File: src/rtl/stfl_pkg.sv
// Shared types, codes and constants for the sorted table floor lookup.
package stfl_pkg;

   // Field widths of the request and response channels
   localparam int OP_W     = 2;
   localparam int ADDR_W   = 32;
   localparam int STATUS_W = 3;
   localparam int INDEX_W  = 12;

   // Default number of table entries
   localparam int TABLE_DEPTH_DEFAULT = 4096;

   // Entries in the command queue between front and back
   localparam int QUEUE_DEPTH = 2;

   // Request operation codes
   typedef enum logic [OP_W-1:0] {
      OP_CLEAR  = 2'd0,
      OP_APPEND = 2'd1,
      OP_LOOKUP = 2'd2
   } stfl_op_type;

   // Response status codes
   typedef enum logic [STATUS_W-1:0] {
      ST_DONE      = 3'd0,
      ST_ZERO      = 3'd1,
      ST_FULL      = 3'd2,
      ST_EXACT     = 3'd3,
      ST_PRECEDING = 3'd4,
      ST_NOT_FOUND = 3'd5
   } stfl_status_type;

   // Command kinds after classification in the front end
   typedef enum logic [1:0] {
      K_CLEAR,
      K_APPEND,
      K_ZERO,
      K_LOOKUP
   } stfl_kind_type;

   // Command as it sits in the queue
   typedef struct packed {
      stfl_kind_type     kind;
      logic [ADDR_W-1:0] value;
   } stfl_cmd_type;

   // Back end sequencer states
   typedef enum logic [2:0] {
      S_IDLE,
      S_PROBE,
      S_UPPER,
      S_LOWER,
      S_EMIT
   } stfl_state_type;

endpackage

File: src/rtl/stfl_if.sv
// Valid/ready channel interfaces for requests and responses.
interface stfl_req_if;
   import stfl_pkg::*;

   logic              valid;
   logic              ready;
   logic [OP_W-1:0]   operation;
   logic [ADDR_W-1:0] address_value;

   modport source (output valid, output operation, output address_value, input ready);
   modport sink   (input valid, input operation, input address_value, output ready);
endinterface


File: src/rtl/stfl_front.sv
// Front end: takes requests, classifies them and drops the unused code.
module stfl_front (
   stfl_req_if.sink             req_chan,
   output logic                 cmd_valid,
   input  logic                 cmd_ready,
   output stfl_pkg::stfl_cmd_type cmd
);
   import stfl_pkg::*;

   logic keep;

   // A request transfers whenever the queue has room
   assign req_chan.ready = cmd_ready;

   // Classify; a zero append is settled here so the back end skips the table
   always_comb begin
      keep      = 1'b1;
      cmd.value = req_chan.address_value;
      cmd.kind  = K_CLEAR;
      unique case (req_chan.operation)
         OP_CLEAR:  cmd.kind = K_CLEAR;
         OP_APPEND: cmd.kind = (req_chan.address_value == '0) ? K_ZERO : K_APPEND;
         OP_LOOKUP: cmd.kind = K_LOOKUP;
         default:   keep = 1'b0;
      endcase
   end

   assign cmd_valid = req_chan.valid && keep;

endmodule

File: src/flat_wrapper.sv
// flat-port wrapper written by rule: the top's interface ports become plain ports
module stfl_front_flat import stfl_pkg::*;
  (cmd_valid, cmd_ready, cmd, req_chan_valid, req_chan_operation, req_chan_address_value, req_chan_ready);
  stfl_req_if req_chan_i ();
  output logic cmd_valid;
  input  logic cmd_ready;
  output stfl_pkg::stfl_cmd_type cmd;
  input wire logic [$bits(req_chan_i.valid)-1:0] req_chan_valid;
  input wire logic [$bits(req_chan_i.operation)-1:0] req_chan_operation;
  input wire logic [$bits(req_chan_i.address_value)-1:0] req_chan_address_value;
  output wire logic [$bits(req_chan_i.ready)-1:0] req_chan_ready;
  assign req_chan_i.valid = req_chan_valid;
  assign req_chan_i.operation = req_chan_operation;
  assign req_chan_i.address_value = req_chan_address_value;
  assign req_chan_ready = req_chan_i.ready;
  stfl_front u_core (.req_chan(req_chan_i), .cmd_valid(cmd_valid), .cmd_ready(cmd_ready), .cmd(cmd));
endmodule
File: config.mk
export PLATFORM = sky130hd
export DESIGN_NAME = stfl_front_flat
export DESIGN_NICKNAME = d
export VERILOG_FILES = /design/src/rtl/stfl_pkg.sv /design/src/rtl/stfl_if.sv /design/src/rtl/stfl_front.sv /design/src/flat_wrapper.sv
export SDC_FILE = /design/constraint.sdc
export NUM_CORES = 1
export LEC_CHECK = 0
export BUFFER_PORTS_ARGS = -buffer_cell sky130_fd_sc_hd__buf_2
export CAP_MARGIN = 30
export CORE_MARGIN = 4
export CORE_UTILIZATION = 25
export DETAILED_ROUTE_END_ITERATION = 8
export PLACE_DENSITY_LB_ADDON = 0.2
export SYNTH_ARGS = -nofsm -noshare
export SYNTH_HDL_FRONTEND = slang
export SYNTH_SLANG_ARGS = --single-unit
File: constraint.sdc
create_clock -name vclk -period 0.8
set_input_delay 0.04 -clock vclk [all_inputs]
set_output_delay 0.04 -clock vclk [all_outputs]
set_load 0.01 [all_outputs]
==> flow_metrics.env <==
export IMPL_fin_crit_sh=1.31
export IMPL_combPwrFrac=1.000
export IMPL_drive_above_1_share=0.884
export IMPL_vias=479
export IMPL_min_period_ns=1.05
export IMPL_dp_hpwl_um=1110
export IMPL_grt_max_degree=4
export IMPL_intPower_w=0.000194
export IMPL_crit_chain="buf_6 > nor4_4 > nand4_1 > o32ai_2 > buf_2"
export IMPL_die_h_um=48.2
export IMPL_holdBufCountCts=0
export IMPL_wl_per_cell_um=11.4
export IMPL_syn_inst=54
export IMPL_critPathCaptureType="primary output"
export IMPL_slowest_delay_ns=0.27
export IMPL_holdWs_ns=0.0800
export IMPL_slowest_stage="o32ai_2"
export IMPL_synth_distinct_cells=11
export IMPL_clock_fmax_ghz=0.953
export IMPL_grt_overflow=0
export IMPL_p_per_area_mw_per_mm2=531
export IMPL_setup_violations=2
export IMPL_globalplace_congestion=0.602
export IMPL_power_switching_w=0.000180
export IMPL_syn2layout_area_growth_pct=74.3
export IMPL_fp_dieW_um=48.2
export IMPL_first_global_vias=402
export IMPL_vias_per_cell=4.32
export IMPL_setup_slack_ns=-0.249
export IMPL_max_vdd_ir_drop_uv=213
export IMPL_relSlewSlack=0.868
export IMPL_drt_initial_drc_count=7
export IMPL_n_clock_buffer=0
export IMPL_drc=0
export IMPL_cp_top_family="simple AND/OR/NAND/NOR gates"
export IMPL_cp_max_fo=2
export IMPL_cp_arrival_ns=1.01
export IMPL_avgSynthCellArea_um2=7.48
export IMPL_yosysWarnings=0
export IMPL_total_power_w=0.000374
export IMPL_nFillCells=158
export IMPL_nNetsFinal=136
export IMPL_post_cts_buffers=0
export IMPL_p_leak_nw=0.374
export IMPL_syn_num_nets=93
export IMPL_rows=14
export IMPL_cp_required_ns=0.76
export IMPL_ios=72
export IMPL_slew_violations=0
export IMPL_rsz0062_at_grt="yes"
export IMPL_cp_num_buf_inv=2
export IMPL_syn_cell_area_um2=404
export IMPL_p_seq_frac=0
export IMPL_grt_pass1_wl_um=1560
export IMPL_start_util=0.265
export IMPL_worst_pin_slew_ns=0.197
export IMPL_core_area_mm2=0.00152
export IMPL_status="complete, but fails checks"
export IMPL_antenna_found_initial=0
export IMPL_multi_input_area_um2=245
export IMPL_routed_wirelength_um=1270
export IMPL_grtUsageTotal=0.0895
export IMPL_ant_nets=0
export IMPL_pwr_share_clk=0
export IMPL_diodes=0
export IMPL_seq_cells=0
export IMPL_start_kind="primary input"
export IMPL_mostFrequentLayoutCell="buf_2"
export IMPL_regArea_um2=0
export IMPL_ys_seq_area_frac=0
export IMPL_drv_cap=0
export IMPL_port_buffers=70
export IMPL_critPathKind="primary input to primary output"
export IMPL_switching_share=0.481
export IMPL_dieArea_mm2=0.00232
export IMPL_violations="setup timing"
export IMPL_finalHoldViolations=0
export IMPL_most_common_layout_cells="63 x buf_2, 6 x buf_6, 5 x nor4_4"
export IMPL_hold_path_class="primary input to primary output"
export IMPL_drtPass1Iterations=2
[worst paths after layout]
| kind | depth (start not counted) | end | slack, ns | start |
|---|---|---|---|---|
| worst min-delay path | 0 | req_chan_ready | 0.08 | cmd_ready |
| worst max-delay path | 5 | cmd[33] | -0.25 | req_chan_address_value[24] |
[power groups by stage]
stage	sequential (W)	clock (W)	combinational, W
3_5_place_dp	0	0	0.000332
3_3_place_gp	0	0	0.000329
4_1_cts	0	0	0.000370
2_1_floorplan	0	0	0.000219
5_1_grt	0	0	0.000406
6_report	0	0	0.000374
[cells in the mapped netlist]
| cell | number | area share |
|---|---|---|
| ha_1 | 3 | 0.093 |
| nand2b_1 | 1 | 0.015 |
| nor4_2 | 1 | 0.031 |
| o32ai_2 | 1 | 0.040 |
| buf_4 | 33 | 0.61 |
| inv_1 | 3 | 0.028 |
| o21ai_0 | 1 | 0.012 |
| nand4_1 | 2 | 0.031 |
| nor4_1 | 7 | 0.11 |
| nor2b_1 | 1 | 0.015 |
| a21oi_1 | 1 | 0.012 |
[area by class of cell]
cell class         instances  share of cell area
multi-input cells         18               0.348
well taps                 16              0.0284
inverters                  3              0.0160
repair buffers            74               0.607
[logic make-up (layout without fill, tap and decap cells)]
family	count (synthesis)	count (layout)	synth area share
simple gates	12	12	0.201
compound gates	3	3	0.0650
fa+ha+maj	3	3	0.0929
buf+inv	36	77	0.641
[through the flow]
step / TNS [ns] / setup slack [ns] / area [um2] / util / std cells
floorplan: -0.00172 / -0.00172 / 462 / - / 54
global placement: -0.632 / -0.321 / 614 / 0.403 / 111
CTS: -0.505 / -0.269 / 688 / 0.452 / 111
finish: -0.448 / -0.249 / 704 / 0.462 / 111
detailed placement: -0.660 / -0.340 / 614 / 0.403 / 111
global route: -0.665 / -0.357 / 704 / 0.462 / 111
[metal layers]
metal,wire length (um),global-route usage,vias up
met1,405,0.111,209
met5,0,0,-
met3,173,0,0
met4,0,0,0
li1,-,-,236
met2,689,0.180,34
[timing repair]
action                                  4_1_cts  5_1_grt
gates resized for setup                      13        4
pin swaps                                     7        2
cloned                                        0        0
endpoints found under the hold margin         0        0
endpoints found under the setup margin        2        2
(Power assumes the default switching activity.)
