===== src/rtl/stfl_pkg.sv =====
// Shared types, codes and constants for the sorted table floor lookup.
package stfl_pkg;

   // Field widths of the request and response channels
   localparam int OP_W     = 2;
   localparam int ADDR_W   = 32;
   localparam int STATUS_W = 3;
   localparam int INDEX_W  = 12;

   // Default number of table entries
   localparam int TABLE_DEPTH_DEFAULT = 4096;

   // Entries in the command queue between front and back
   localparam int QUEUE_DEPTH = 2;

   // Request operation codes
   typedef enum logic [OP_W-1:0] {
      OP_CLEAR  = 2'd0,
      OP_APPEND = 2'd1,
      OP_LOOKUP = 2'd2
   } stfl_op_type;

   // Response status codes
   typedef enum logic [STATUS_W-1:0] {
      ST_DONE      = 3'd0,
      ST_ZERO      = 3'd1,
      ST_FULL      = 3'd2,
      ST_EXACT     = 3'd3,
      ST_PRECEDING = 3'd4,
      ST_NOT_FOUND = 3'd5
   } stfl_status_type;

   // Command kinds after classification in the front end
   typedef enum logic [1:0] {
      K_CLEAR,
      K_APPEND,
      K_ZERO,
      K_LOOKUP
   } stfl_kind_type;

   // Command as it sits in the queue
   typedef struct packed {
      stfl_kind_type     kind;
      logic [ADDR_W-1:0] value;
   } stfl_cmd_type;

   // Back end sequencer states
   typedef enum logic [2:0] {
      S_IDLE,
      S_PROBE,
      S_UPPER,
      S_LOWER,
      S_EMIT
   } stfl_state_type;

endpackage


===== src/rtl/stfl_queue.sv =====
// Short command queue between front end and back end.
module stfl_queue (
   input  logic                   clock,
   input  logic                   reset,
   input  logic                   push_valid,
   output logic                   push_ready,
   input  stfl_pkg::stfl_cmd_type push_data,
   output logic                   pop_valid,
   input  logic                   pop_ready,
   output stfl_pkg::stfl_cmd_type pop_data
);
   import stfl_pkg::*;

   localparam int PW = (QUEUE_DEPTH > 1) ? $clog2(QUEUE_DEPTH) : 1;
   localparam int CW = $clog2(QUEUE_DEPTH + 1);

   stfl_cmd_type    slot_ff [QUEUE_DEPTH];
   logic [PW-1:0]   wr_ptr_ff, wr_ptr_in;
   logic [PW-1:0]   rd_ptr_ff, rd_ptr_in;
   logic [CW-1:0]   fill_ff, fill_in;
   logic            do_push, do_pop;

   assign push_ready = (fill_ff != CW'(QUEUE_DEPTH));
   assign pop_valid  = (fill_ff != '0);
   assign pop_data   = slot_ff[rd_ptr_ff];
   assign do_push    = push_valid && push_ready;
   assign do_pop     = pop_valid && pop_ready;

   // Pointer and fill updates
   always_comb begin
      wr_ptr_in = wr_ptr_ff;
      rd_ptr_in = rd_ptr_ff;
      fill_in   = fill_ff;
      if (do_push) begin
         wr_ptr_in = (wr_ptr_ff == PW'(QUEUE_DEPTH - 1)) ? '0 : wr_ptr_ff + 1'b1;
      end
      if (do_pop) begin
         rd_ptr_in = (rd_ptr_ff == PW'(QUEUE_DEPTH - 1)) ? '0 : rd_ptr_ff + 1'b1;
      end
      if (do_push && !do_pop) begin
         fill_in = fill_ff + 1'b1;
      end else if (do_pop && !do_push) begin
         fill_in = fill_ff - 1'b1;
      end
   end

   always_ff @(posedge clock) begin
      if (reset) begin
         wr_ptr_ff <= '0;
         rd_ptr_ff <= '0;
         fill_ff   <= '0;
      end else begin
         wr_ptr_ff <= wr_ptr_in;
         rd_ptr_ff <= rd_ptr_in;
         fill_ff   <= fill_in;
      end
   end

   // Storage
   always_ff @(posedge clock) begin
      if (do_push) begin
         slot_ff[wr_ptr_ff] <= push_data;
      end
   end

endmodule


===== config.mk =====
export PLATFORM = sky130hd
export DESIGN_NAME = stfl_queue
export DESIGN_NICKNAME = d
export VERILOG_FILES = /design/src/rtl/stfl_pkg.sv /design/src/rtl/stfl_queue.sv
export SDC_FILE = /design/constraint.sdc
export NUM_CORES = 1
export LEC_CHECK = 0
export CAP_MARGIN = 25
export CORE_MARGIN = 5
export CORE_UTILIZATION = 45
export DETAILED_ROUTE_END_ITERATION = 10
export DONT_BUFFER_PORTS = 1
export GPL_TIMING_DRIVEN = 1
export PLACE_DENSITY = 0.6
export RECOVER_POWER = 25
export SLEW_MARGIN = 20
export SYNTH_ARGS = -nofsm -noshare
export SYNTH_HDL_FRONTEND = slang
export SYNTH_SLANG_ARGS = --single-unit

===== constraint.sdc =====
create_clock -name clock -period 3.57 [get_ports clock]
set_clock_uncertainty 0.15 [all_clocks]
set_input_delay 0.357 -clock clock [delete_from_list [all_inputs] [get_ports clock]]
set_output_delay 0.357 -clock clock [all_outputs]
set_load 0.01 [all_outputs]

==> results.sh <==
export IMPL_hold_violations=0
export IMPL_post_route_min_period_ps=2220
export IMPL_slowest_stage="inv_1"
export IMPL_firstDrtPassIters=4
export IMPL_clock_fmax_mhz=451
export IMPL_post_cts_buffers=0
export IMPL_drt_iter0_markers=43
export IMPL_initial_core_util=0.457
export IMPL_dieArea_um2=7580
export IMPL_syn_inst=130
export IMPL_clk_pin_slew_ps=70
export IMPL_slew_limit_headroom=0.472
export IMPL_stdcell_count=253
export IMPL_via_per_inst=4.98
export IMPL_netlist_area_um2=2670
export IMPL_path_buf_inv=2
export IMPL_dp_hpwl_um=2860
export IMPL_ir_drop_mv=0.417
export IMPL_cp_arrival_ps=2080
export IMPL_required_ps=3430
export IMPL_htree_num_levels=3
export IMPL_area_growth_pct=23.0
export IMPL_seqCellArea_um2=2140
export IMPL_avgRoutedWirePerCell_um=17.8
export IMPL_cp_top_family="buffers and inverters"
export IMPL_path_cells="nand2b_1 > nand3b_1 > inv_1 > buf_4"
export IMPL_drive_above_1_share=0.303
export IMPL_synth_warnings=0
export IMPL_vias=1260
export IMPL_cts_tree="yes"
export IMPL_drc=0
export IMPL_tightest_slew_ps=792
export IMPL_cts_buffer_depth=2
export IMPL_fillCellCount=464
export IMPL_synth_distinct_cells=18
export IMPL_critPathCaptureType="register"
export IMPL_setup_tns_ps=0
export IMPL_grt_pass1_vias=1450
export IMPL_synth_seq_cells=73
export IMPL_grt_pass1_wl_um=6980
export IMPL_p_leak_nw=1.11
export IMPL_die_h_um=87.1
export IMPL_routabilityCongestion=0.677
export IMPL_period_share=0.622
export IMPL_coreArea_um2=5850
export IMPL_timing_final_max_slew_violations=0
export IMPL_clock_sinks=73
export IMPL_numCtsBuffers=9
export IMPL_hold_class="input pin to register"
export IMPL_drt_wl_total_um=4500
export IMPL_synth_fp_nets=169
export IMPL_ioPinCount=74
export IMPL_nets=212
export IMPL_insertion_delay_ps=320
export IMPL_avgSynthCellArea_um2=20.6
export IMPL_yosysSeqAreaShare=0.801
export IMPL_dp_cells=202
export IMPL_grt_max_degree=35
export IMPL_start_kind="register"
export IMPL_multi_input_area_um2=503
export IMPL_globalRouteOverflowTotal=0
export IMPL_cts_root_buf="clkbuf_8"
export IMPL_critical_path_class="register to register"
export IMPL_grt_setup_unrepaired="false"
export IMPL_antenna_found_initial=0
export IMPL_critPathMaxFanout=18
export IMPL_p_per_area_nw_per_um2=662
export IMPL_num_antenna_cells=0
export IMPL_outcome="finished clean"
export IMPL_final_setup_viol_count=0
export IMPL_port_buffers=0
export IMPL_die_x_um=87.1
export IMPL_max_stage_delay_ps=540
export IMPL_postRouteAntennaNets=0
export IMPL_row_count=28
export IMPL_grt_usage=0.128
export IMPL_max_cap_viol_count=0
==> report_power, final <==
part           leakage, nW  switching [mW]  internal (mW)
sequential           0.677          0.0842           1.07
combinational        0.336           0.225          0.199
clock               0.0962           0.280          0.315
==> flip-flops by register name (all words and copies together) (netlist names), named ones only <==
signal,count
wr_ptr_ff,1
fill_ff,2
slot_ff,68
rd_ptr_ff,1
==> cell usage after synthesis, drive strengths merged <==
library cell,count,area (um2)
inv,1,3.75
and2,1,6.26
edfxtp,68,2040
nor2,3,11.3
or3,1,6.26
xor2,3,26.3
or2,1,6.26
a21oi,2,10.0
buf,4,25.0
a21bo,1,10.0
ha,1,12.5
and3,1,6.26
nand3b,1,7.51
dfxtp,5,100
mux2,34,383
nand2b,1,6.26
o21ai,2,10.0
==> routing by layer <==
layer | vias to the layer above | track usage | share of wire
li1 | 589 | - | -
met5 | - | 0 | 0
met3 | 11 | 0.0482 | 0.066
met2 | 44 | 0.233 | 0.55
met4 | 0 | 0.0822 | 0.025
met1 | 616 | 0.115 | 0.36
==> path summary, 6_finish.rpt <==
path | startpoint | to | slack (ps) | cells past startpoint
setup / recovery | fill_ff[0] | slot_ff[0][4] | 1350 | 4
hold / removal | push_valid | wr_ptr_ff | 90 | 2
setup reg to reg | fill_ff[0] | slot_ff[0][4] | 1350 | 4
hold reg to reg | rd_ptr_ff | register | 370 | 2
==> repair_timing <==
item / in CTS / in global routing
resized for setup: 0 / 0
hold buffers: 35 / 0
hold endpoints to repair: 73 / 0
==> final cells by class <==
| class | instances | area share |
|---|---|---|
| tap | 75 | 0.0285 |
| timing repair buffer | 36 | 0.109 |
| clock inverter | 7 | 0.0187 |
| clock buffer | 9 | 0.0377 |
| inverter | 1 | 0.00114 |
| sequential | 73 | 0.652 |
| multi-input combinational | 52 | 0.153 |
==> stage by stage <==
step	instance area, um2	total power [mW]	hold WS (ps)	setup WS (ps)	util
finish	3290	2.18	91.3	1350	0.562
global route	3290	2.29	98.7	1160	0.562
CTS	3290	2.21	82.0	1300	0.562
detailed placement	2750	1.58	275	1320	0.470
global placement	2750	1.56	275	1440	0.470
floorplan	2670	1.50	276	1510	-
==> kinds of logic after synthesis <==
logic type / Yosys count / synth area share
DFF: 73 / 0.802
xor gates and xnor gates: 3 / 0.00983
muxes: 34 / 0.143
and+or+nand+nor: 9 / 0.0187
adders and majority gates: 1 / 0.00468
buffers and inverters: 5 / 0.0108
AOI/OAI and AO/OA: 5 / 0.0112
==> cells in the final DEF, fill, tap and decap left out, types with 2 or more instances in the layout <==
master         instances
dfxtp_1                4
xor2_1                 3
o21ai_0                2
clkbuf_8               9
nor2_1                 3
mux2_2                34
a21oi_1                2
clkinv_2               4
edfxtp_1              68
dlygate4sd3_1         35
Note: power is estimated with default switching activity, not from simulation.
